### src/crm_pkg.sv
`timescale 1ns / 1ps
`default_nettype none
// ----------------------------------------------------------------------------
// crm_pkg
// Shared widths, operation codes and controller/datapath interface types for
// the complex rotator mixer.
// ----------------------------------------------------------------------------
package crm_pkg;

   // phasor fixed point format
   localparam int FRAC_BITS = 30;
   localparam int PHASE_W   = 32;
   localparam int SAMPLE_W  = 16;
   localparam int OUT_W     = 17;
   localparam int PROD_W    = 2 * PHASE_W;
   localparam int ACC_W     = PROD_W + 2;

   // renormalisation: square root of a PROD_W-bit magnitude, then long division
   localparam int SQ_W       = PROD_W;
   localparam int SQRT_ITERS = SQ_W / 2;
   localparam int DIV_W      = PHASE_W + FRAC_BITS;
   localparam int ROT_STEPS  = 10;
   localparam int CNT_W      = $clog2(DIV_W);

   localparam logic signed [PHASE_W-1:0] ONE_Q     = PHASE_W'(64'd1 << FRAC_BITS);
   localparam logic signed [PHASE_W-1:0] NEG_ONE_Q = -ONE_Q;

   // configuration register indexes
   localparam int CSR_IDX_W = 2;
   localparam logic [CSR_IDX_W-1:0] REG_ROTATE_EN = 2'd0;
   localparam logic [CSR_IDX_W-1:0] REG_STEP_COS  = 2'd1;
   localparam logic [CSR_IDX_W-1:0] REG_STEP_SIN  = 2'd2;

   // multiplier operand pairs
   localparam int MUL_OP_W = 4;
   localparam logic [MUL_OP_W-1:0] MUL_NONE = 4'd0;
   localparam logic [MUL_OP_W-1:0] MUL_RC   = 4'd1;
   localparam logic [MUL_OP_W-1:0] MUL_QS   = 4'd2;
   localparam logic [MUL_OP_W-1:0] MUL_QC   = 4'd3;
   localparam logic [MUL_OP_W-1:0] MUL_RS   = 4'd4;
   localparam logic [MUL_OP_W-1:0] MUL_CSC  = 4'd5;
   localparam logic [MUL_OP_W-1:0] MUL_SSS  = 4'd6;
   localparam logic [MUL_OP_W-1:0] MUL_SSC  = 4'd7;
   localparam logic [MUL_OP_W-1:0] MUL_CSS  = 4'd8;
   localparam logic [MUL_OP_W-1:0] MUL_CC   = 4'd9;
   localparam logic [MUL_OP_W-1:0] MUL_SS   = 4'd10;

   // accumulator operations
   localparam int ACC_OP_W = 2;
   localparam logic [ACC_OP_W-1:0] ACC_NONE = 2'd0;
   localparam logic [ACC_OP_W-1:0] ACC_LOAD = 2'd1;
   localparam logic [ACC_OP_W-1:0] ACC_ADD  = 2'd2;
   localparam logic [ACC_OP_W-1:0] ACC_SUB  = 2'd3;

   // rotation write-back operations
   localparam int WB_OP_W = 3;
   localparam logic [WB_OP_W-1:0] WB_NONE    = 3'd0;
   localparam logic [WB_OP_W-1:0] WB_OUT_I   = 3'd1;
   localparam logic [WB_OP_W-1:0] WB_OUT_Q   = 3'd2;
   localparam logic [WB_OP_W-1:0] WB_NEW_C   = 3'd3;
   localparam logic [WB_OP_W-1:0] WB_PHASOR  = 3'd4;

   // renormalisation operations
   localparam int RN_OP_W = 4;
   localparam logic [RN_OP_W-1:0] RN_NONE       = 4'd0;
   localparam logic [RN_OP_W-1:0] RN_SQRT_INIT  = 4'd1;
   localparam logic [RN_OP_W-1:0] RN_SQRT_STEP  = 4'd2;
   localparam logic [RN_OP_W-1:0] RN_MAG        = 4'd3;
   localparam logic [RN_OP_W-1:0] RN_DIV_INIT_C = 4'd4;
   localparam logic [RN_OP_W-1:0] RN_DIV_INIT_S = 4'd5;
   localparam logic [RN_OP_W-1:0] RN_DIV_STEP   = 4'd6;
   localparam logic [RN_OP_W-1:0] RN_WRITE_C    = 4'd7;
   localparam logic [RN_OP_W-1:0] RN_WRITE_S    = 4'd8;

   typedef struct packed {
      logic                load_req;
      logic [MUL_OP_W-1:0] mul_op;
      logic [ACC_OP_W-1:0] acc_op;
      logic [WB_OP_W-1:0]  wb_op;
      logic [RN_OP_W-1:0]  rn_op;
      logic                publish;
   } crm_cmd_type;

   typedef struct packed {
      logic rotate_en;
      logic last;
      logic m2_zero;
   } crm_status_type;

endpackage
`default_nettype wire

### src/crm_ctrl.sv
`timescale 1ns / 1ps
`default_nettype none
// ----------------------------------------------------------------------------
// crm_ctrl
// Sequencer for the mixer: schedules the shared multiplier for rotation and the
// squared magnitude, steps the square root and divider for renormalisation, and
// owns the request and response handshakes.
// ----------------------------------------------------------------------------
module crm_ctrl
   import crm_pkg::*;
(
   input  wire logic           clock,
   input  wire logic           reset,
   input  wire logic           req_valid,
   output logic                req_ready,
   output logic                rsp_valid,
   input  wire logic           rsp_ready,
   input  wire crm_status_type status,
   output crm_cmd_type         cmd
);

   localparam int ST_W = 4;
   localparam logic [ST_W-1:0] S_IDLE = 4'd0;
   localparam logic [ST_W-1:0] S_CHK  = 4'd1;
   localparam logic [ST_W-1:0] S_ROT  = 4'd2;
   localparam logic [ST_W-1:0] S_NRM  = 4'd3;
   localparam logic [ST_W-1:0] S_SQRT = 4'd4;
   localparam logic [ST_W-1:0] S_MAG  = 4'd5;
   localparam logic [ST_W-1:0] S_DINC = 4'd6;
   localparam logic [ST_W-1:0] S_DIVC = 4'd7;
   localparam logic [ST_W-1:0] S_WRC  = 4'd8;
   localparam logic [ST_W-1:0] S_DINS = 4'd9;
   localparam logic [ST_W-1:0] S_DIVS = 4'd10;
   localparam logic [ST_W-1:0] S_WRS  = 4'd11;
   localparam logic [ST_W-1:0] S_PUB  = 4'd12;

   logic [ST_W-1:0]  state_ff, state_in;
   logic [CNT_W-1:0] cnt_ff, cnt_in;
   logic             rsp_valid_ff, rsp_valid_in;

   always_comb begin
      state_in     = state_ff;
      cnt_in       = cnt_ff;
      cmd          = '0;
      rsp_valid_in = rsp_valid_ff && !rsp_ready;
      req_ready    = (state_ff == S_IDLE);
      case (state_ff)
         S_IDLE: begin
            if (req_valid) begin
               cmd.load_req = 1'b1;
               cnt_in       = '0;
               state_in     = status.rotate_en ? S_ROT : S_CHK;
            end
         end
         S_CHK: begin
            state_in = status.last ? S_NRM : S_PUB;
         end
         S_ROT: begin
            // each product is registered, then accumulated in the cycle after
            case (cnt_ff)
               CNT_W'(0): cmd.mul_op = MUL_RC;
               CNT_W'(1): begin
                  cmd.mul_op = MUL_QS;
                  cmd.acc_op = ACC_LOAD;
               end
               CNT_W'(2): begin
                  cmd.mul_op = MUL_QC;
                  cmd.acc_op = ACC_SUB;
               end
               CNT_W'(3): begin
                  cmd.mul_op = MUL_RS;
                  cmd.acc_op = ACC_LOAD;
                  cmd.wb_op  = WB_OUT_I;
               end
               CNT_W'(4): begin
                  cmd.mul_op = MUL_CSC;
                  cmd.acc_op = ACC_ADD;
               end
               CNT_W'(5): begin
                  cmd.mul_op = MUL_SSS;
                  cmd.acc_op = ACC_LOAD;
                  cmd.wb_op  = WB_OUT_Q;
               end
               CNT_W'(6): begin
                  cmd.mul_op = MUL_SSC;
                  cmd.acc_op = ACC_SUB;
               end
               CNT_W'(7): begin
                  cmd.mul_op = MUL_CSS;
                  cmd.acc_op = ACC_LOAD;
                  cmd.wb_op  = WB_NEW_C;
               end
               CNT_W'(8): cmd.acc_op = ACC_ADD;
               CNT_W'(9): cmd.wb_op  = WB_PHASOR;
               default: cmd.mul_op = MUL_NONE;
            endcase
            if (cnt_ff == CNT_W'(ROT_STEPS - 1)) begin
               cnt_in   = '0;
               state_in = status.last ? S_NRM : S_PUB;
            end else begin
               cnt_in = cnt_ff + 1'b1;
            end
         end
         S_NRM: begin
            // squared magnitude into the accumulator
            case (cnt_ff)
               CNT_W'(0): cmd.mul_op = MUL_CC;
               CNT_W'(1): begin
                  cmd.mul_op = MUL_SS;
                  cmd.acc_op = ACC_LOAD;
               end
               CNT_W'(2): cmd.acc_op = ACC_ADD;
               CNT_W'(3): cmd.rn_op  = RN_SQRT_INIT;
               default: cmd.rn_op = RN_NONE;
            endcase
            if (cnt_ff == CNT_W'(3)) begin
               cnt_in   = '0;
               state_in = status.m2_zero ? S_PUB : S_SQRT;
            end else begin
               cnt_in = cnt_ff + 1'b1;
            end
         end
         S_SQRT: begin
            cmd.rn_op = RN_SQRT_STEP;
            if (cnt_ff == CNT_W'(SQRT_ITERS - 1)) begin
               cnt_in   = '0;
               state_in = S_MAG;
            end else begin
               cnt_in = cnt_ff + 1'b1;
            end
         end
         S_MAG: begin
            cmd.rn_op = RN_MAG;
            state_in  = S_DINC;
         end
         S_DINC: begin
            cmd.rn_op = RN_DIV_INIT_C;
            cnt_in    = '0;
            state_in  = S_DIVC;
         end
         S_DIVC: begin
            cmd.rn_op = RN_DIV_STEP;
            if (cnt_ff == CNT_W'(DIV_W - 1)) begin
               cnt_in   = '0;
               state_in = S_WRC;
            end else begin
               cnt_in = cnt_ff + 1'b1;
            end
         end
         S_WRC: begin
            cmd.rn_op = RN_WRITE_C;
            state_in  = S_DINS;
         end
         S_DINS: begin
            cmd.rn_op = RN_DIV_INIT_S;
            cnt_in    = '0;
            state_in  = S_DIVS;
         end
         S_DIVS: begin
            cmd.rn_op = RN_DIV_STEP;
            if (cnt_ff == CNT_W'(DIV_W - 1)) begin
               cnt_in   = '0;
               state_in = S_WRS;
            end else begin
               cnt_in = cnt_ff + 1'b1;
            end
         end
         S_WRS: begin
            cmd.rn_op = RN_WRITE_S;
            state_in  = S_PUB;
         end
         S_PUB: begin
            // hand over once the output register is free or being emptied
            if (!rsp_valid_ff || rsp_ready) begin
               cmd.publish  = 1'b1;
               rsp_valid_in = 1'b1;
               state_in     = S_IDLE;
            end
         end
         default: begin
            state_in = S_IDLE;
            cnt_in   = '0;
         end
      endcase
   end

   always_ff @(posedge clock) begin
      if (reset) begin
         state_ff     <= S_IDLE;
         cnt_ff       <= '0;
         rsp_valid_ff <= 1'b0;
      end else begin
         state_ff     <= state_in;
         cnt_ff       <= cnt_in;
         rsp_valid_ff <= rsp_valid_in;
      end
   end

   assign rsp_valid = rsp_valid_ff;

endmodule
`default_nettype wire

### config.mk
export PLATFORM = sky130hd
export DESIGN_NAME = crm_ctrl
export DESIGN_NICKNAME = d
export VERILOG_FILES = /design/src/crm_pkg.sv /design/src/crm_ctrl.sv
export SDC_FILE = /design/constraint.sdc
export NUM_CORES = 1
export LEC_CHECK = 0
export BUFFER_PORTS_ARGS = -buffer_cell sky130_fd_sc_hd__clkbuf_2
export CORE_MARGIN = 5
export CORE_UTILIZATION = 54
export CTS_CLUSTER_DIAMETER = 40
export DETAILED_ROUTE_END_ITERATION = 16
export PLACE_DENSITY = 0.79
export SLEW_MARGIN = 20
export SYNTH_ARGS = -nofsm -noshare
export SYNTH_HDL_FRONTEND = slang
export SYNTH_SLANG_ARGS = --single-unit
### constraint.sdc
create_clock -name clock -period 2.5 [get_ports clock]
set_input_delay 0 -clock clock [delete_from_list [all_inputs] [get_ports clock]]
set_output_delay 0 -clock clock [all_outputs]
set_load 0.005 [all_outputs]
==> results of run 1 <==
==> synthesized netlist by cell type, types with 2 or more instances <==
| library cell | number |
|---|---|
| o31ai_1 | 2 |
| or2_2 | 2 |
| o21ai_0 | 11 |
| xnor2_1 | 2 |
| nor4_1 | 4 |
| nor3_1 | 6 |
| dfxtp_1 | 11 |
| a21oi_1 | 17 |
| buf_1 | 2 |
| nor2_1 | 13 |
| nand2_1 | 17 |
| nor2b_1 | 3 |
| o22ai_1 | 2 |
| nand2b_1 | 4 |
| inv_1 | 6 |
| buf_2 | 3 |
| o211ai_1 | 2 |
| nand3_1 | 6 |
| ha_1 | 4 |
| and2_1 | 5 |
| o32ai_1 | 2 |
| clkbuf_1 | 8 |
| or4_1 | 2 |
| nor4b_1 | 2 |
==> state kept, by name, summed over array words and instances (netlist names) <==
| name | cells |
|---|---|
| cnt_ff | 6 |
| state_ff | 4 |
| rsp_valid | 1 |
==> cell type report <==
cell class                      count  area, um2  area share, %
Clock buffer                        4       26.3           2.07
Sequential cell                    11        220           17.3
Multi-Input combinational cell    130        807           63.5
Tap cell                           27       33.8           2.66
Inverter                            6       22.5           1.77
Timing Repair Buffer               29        160           12.6
==> where the power goes <==
part	leakage (nW)	switching, mW	internal [mW]
sequential	0.0894	0.115	0.212
combinational	0.394	0.443	0.361
clock	0.0150	0.0558	0.0617
==> kinds of logic after synthesis <==
logic type | Yosys count | synth area share [%]
muxes | 1 | 0.899
and+or+nand+nor | 73 | 35.1
AOI/OAI and AO/OA | 50 | 30.4
xor gates and xnor gates | 2 | 1.57
adders and majority gates | 4 | 4.49
buffers and inverters | 20 | 7.75
DFF | 11 | 19.8
==> through the flow <==
stage	cell area [um2]	utilization (%)
5_1_grt	1270	64.7
6_report	1270	64.7
3_3_place_gp	1240	63.4
3_5_place_dp	1240	63.4
4_1_cts	1270	64.7
2_1_floorplan	1110	-
==> tightest hold or removal path: cells and delay by family <==
family,cells,cell delay [ps]
buffers and inverters,1,90
AND/OR/NAND/NOR,1,110
AO/OA/AOI/OAI,1,60
==> final timing paths <==
path / depth (start not counted) / end / slack, ps
max: 7 / cmd[8] / 260
min: 3 / rsp_valid$_SDFF_PP0_ / 40
min reg2reg: 2 / rsp_valid$_SDFF_PP0_ / 510
max reg2reg: 7 / state_ff[1]$_SDFFE_PP0P_ / 320
==> metal layers <==
layer  track usage, %  share of wire (%)
met5                0                  0
met4             8.33               0.80
met3             3.26                6.5
met2             30.6                 48
met1             23.9                 45
==> flow_summary.yaml, run 1 <==
status:
  status: "completed"
routing:
  viasPerCell: 5.95
  first_iter_violations: 45
  ant_nets: 0
  drt_wl_total_mm: 2.87
  first_pass_iters: 4
  drc: 0
  num_vias: 1231
  routedWlPerCell_um: 13.8
worst_setup_path:
  worst-path-buf-inv: 3
  crit_type: "reg -> out"
  max_stage_delay_ps: 650
  critical_path.max_fanout: 17
  reg2reg_from: "cnt_ff[1]$_SDFFE_PP0P_"
  cp-startpoint: "state_ff[1]$_SDFFE_PP0P_"
  worstSetupEndpointType: "primary output"
  cp.arrival_ps: 2240
  path_cells: "inv_1 -> a2111oi_0 -> buf_4 -> nand2_1 -> a21oi_1 -> or2_2 -> clkbuf_2"
  critical-path-top-delay-family: "flip-flops"
  required_ps: 2500
  startpoint_type: "register"
  cpMaxStageDelayCell: "dfxtp_1"
die:
  die_h_um: 55.4
  initial_core_util_pct: 56.8
  ios: 24
  die_area_mm2: 0.00307
  core_area_mm2: 0.00196
  num_rows: 16
  die_w_um: 55.4
clocking:
  clock_latency_ps: 260
  htreeDepth: 1
  clkTransAtPathRegs_ps: 70
  cts_tree: "done"
  clock-sinks: 11
  hold_buffers: 0
  clock-root-buffer: "clkbuf_4"
  cts_resized: 0
  postCtsSetupBuffers: 0
  cts_max_path_buffers: 2
  cts_buffers: 3
min_path:
  worst_hold_path_type: "in -> reg"
  hold_start: "rsp_ready"
synth:
  syn-num-nets: 172
  synth_flop_cell: "dfxtp_1"
  syn-mean-instance-area_um2: 6.92
  synth_area_leaders: "dfxtp_1, a21oi_1, nand2_1"
  netlist_area_mm2: 0.00111
  yosysSeqAreaShare_pct: 19.8
  synth_seq_cells: 11
  synth_top_area_share_pct: 19.8
  synth-async-reset-ratio_pct: 0
  synthDistinctLibCells: 49
  syn_inst: 161
  synth_warnings: 0
  synth-edff-count: 0
  synth_area_leader_cell: "dfxtp_1"
grt:
  grt_pass1_wl_mm: 4.88
  grt_max_degree: 23
  grt_use_total_pct: 18.7
  globalRouteOverflowTotal: 0
  antenna_found_initial: 0
  grt_pass1_vias: 1088
placed_design:
  place_inst: 203
  dp.final_hpwl_mm: 2.20
  gp_congestion: 0.846
  place_ws_ps: 339
  numPortBuffers: 23
sta:
  fin_tns_setup_ps: 0
  relSlewSlack_pct: 59.3
  slew_violations: 0
  finClkSkew_ps: 1.52
  max_freq_mhz: 447
  rsz0062_at_grt: "false"
  holdWs_ps: 42.6
  final.min_clock_period_ps: 2240
  hold_violations: 0
  finalSetupViolCount: 0
  fin_crit_sh_pct: 89.5
  layout_setup_ws_ps: 262
  worstMarginPinSlew_ps: 610
cells_and_area:
  fillers: 191
  drive_gt1_share_pct: 21.1
  nNetsFinal: 192
  final_common_cell: "clkbuf_2"
  antenna_cells: 0
  layout_common_cells: "clkbuf_2, nand2_1, a21oi_1, nor2_1"
  synthToLayoutAreaGrowth_pct: 14.0
  fin_cells: 207
power:
  powerDensity_mw_per_mm2: 984
  p_leak_nw: 0.498
  p_total_mw: 1.25
  vdd_drop_max_mv: 0.621
flow_run:
  drv_cap: 0
No activity file was read; power rests on OpenSTA's default activity.
==> run 2: changes to the inputs <==
--- a/config.mk
+++ b/config.mk
@@ -10,7 +10,7 @@
 export CORE_UTILIZATION = 54
 export CTS_CLUSTER_DIAMETER = 40
 export DETAILED_ROUTE_END_ITERATION = 16
-export PLACE_DENSITY = 0.79
+export PLACE_DENSITY_LB_ADDON = 0.2
 export SLEW_MARGIN = 20
 export SYNTH_ARGS = -nofsm -noshare
 export SYNTH_HDL_FRONTEND = slang
==> run 2 against run 1 <==
Cell area about the same; largest cell class unchanged; largest power group unchanged; global-route usage increased by 0.38 points; wire length increased by 3.3%; first-iteration DRC count increased by 24%; combinational power increased by 2%; worst setup slack improved by 37 ps; clock skew decreased by 0.96 ps; final cell count unchanged; non-clock buffer count unchanged; sequential power decreased by 6.4%; fmax increased by 1.7%; critical path depth decreased by 1.
==> flow_summary.yaml, run 2 (same netlist as run 1, synthesis figures left out) <==
worst_setup_path:
  max_stage_delay_ps: 460
  cpMaxStageDelayCell: "or3b_1"
  required_ps: 2690
  cp.arrival_ps: 2390
  crit_type: "reg -> reg"
  critical_path.max_fanout: 12
  worstSetupEndpointType: "register"
  startpoint_type: "register"
  path_cells: "ha_1 -> nand2_1 -> nor4_1 -> o221ai_2 -> or3b_1 -> a221oi_2"
routing:
  drt_wl_total_mm: 2.96
  drc: 0
  routedWlPerCell_um: 14.3
  ant_nets: 0
  num_vias: 1285
  viasPerCell: 6.21
  first_pass_iters: 4
  first_iter_violations: 56
placed_design:
  numPortBuffers: 23
  dp.final_hpwl_mm: 2.23
  gp_congestion: 0.825
  placed_area_mm2: 0.00124
sta:
  hold_violations: 0
  rsz0062_at_grt: "false"
  fin_tns_setup_ps: 0
  finalSetupViolCount: 0
  slew_violations: 0
  relSlewSlack_pct: 56.8
  fin_crit_sh_pct: 88.1
  max_freq_mhz: 454
  final.min_clock_period_ps: 2200
  finClkSkew_ps: 0.560
  worstMarginPinSlew_ps: 647
cells_and_area:
  nNetsFinal: 192
  final_common_cell: "clkbuf_2"
  antenna_cells: 0
  layout_common_cells: "clkbuf_2, nand2_1, a21oi_1, nor2_1"
  largest_register_ffs: 6
  fin_util_pct: 64.8
  drive_gt1_share_pct: 21.1
  top_register: "cnt_ff"
  synthToLayoutAreaGrowth_pct: 14.2
  stdcell_area_mm2: 0.00127
grt:
  grt_pass1_wl_mm: 5.04
  grt_pass1_vias: 1161
  grt_use_total_pct: 19.1
  grt_max_degree: 17
  antenna_found_initial: 0
  globalRouteOverflowTotal: 0
clocking:
  clkTransAtPathRegs_ps: 70
  cts_tree: "done"
  hold_buffers: 0
  clock-sinks: 11
  cts_max_path_buffers: 2
  cts_resized: 0
  clock-root-buffer: "clkbuf_4"
  cts_buffers: 3
  clock_latency_ps: 270
  htreeDepth: 1
  postCtsSetupBuffers: 0
flow_run:
  drv_cap: 0
die:
  initial_core_util_pct: 56.8
  num_rows: 16
  core_area_mm2: 0.00196
  die_area_mm2: 0.00307
  die_h_um: 55.4
  ios: 24
  die_w_um: 55.4
power:
  p_leak_nw: 0.499
  powerDensity_mw_per_mm2: 984
  vdd_drop_max_mv: 0.791
min_path:
  worst_hold_path_type: "in -> reg"
status:
  status: "completed"
## run 2: cell counts in the layout (fill, tap and decap cells not counted)
Identical to the previous run, type by type.
## run 2: path summary, 6_finish.rpt
kind / startpoint / endpoint / slack (ps) / depth (start not counted)
setup reg to reg: cnt_ff[0]$_SDFFE_PP0P_ / state_ff[1]$_SDFFE_PP0P_ / 300 / 6
hold / removal: rsp_ready / rsp_valid$_SDFF_PP0_ / 20 / 3
hold reg to reg: rsp_valid$_SDFF_PP0_ / rsp_valid$_SDFF_PP0_ / 500 / 2
setup / recovery: cnt_ff[0]$_SDFFE_PP0P_ / state_ff[1]$_SDFFE_PP0P_ / 300 / 6
## run 2: report_power, final
part           switching (mW)  total (mW)  internal, mW  leakage [nW]
clock network          0.0626       0.124        0.0619        0.0150
logic                   0.466       0.821         0.355         0.395
registers              0.0939       0.306         0.212        0.0894
## run 2: final cells by class
class                   instances  area, um2
repair buffers                 29        160
fillers                       188        691
multi-input cells             130        808
inverters                       6       22.5
clock buffers                   4       26.3
flip-flops and latches         11        220
well taps                      27       33.8
## run 2: worst max-delay path: cells and delay by family, from the launching register on
family / cells / cell delay (ps)
compound gates: 2 / 550
simple gates: 3 / 860
flops: 1 / 410
fa+ha+maj: 1 / 290
## run 2: per-stage QoR
step                worst slack [ps]  total power, mW  hold slack, ps  instances
floorplan                        629            0.873             110        161
global placement                 486             1.09             309        203
detailed placement               369             1.11             316        203
CTS                              309             1.24            26.4        207
global route                     134             1.36            73.1        207
finish                           298             1.25            23.9        207
## run 2: metal layers
metal	part of all wire, %	vias to the layer above	GRT usage (%)
met3	9.4	10	4.43
li1	-	628	-
met2	45	62	28.2
met1	43	585	25.7
met4	2.4	0	9.72
met5	0	-	0
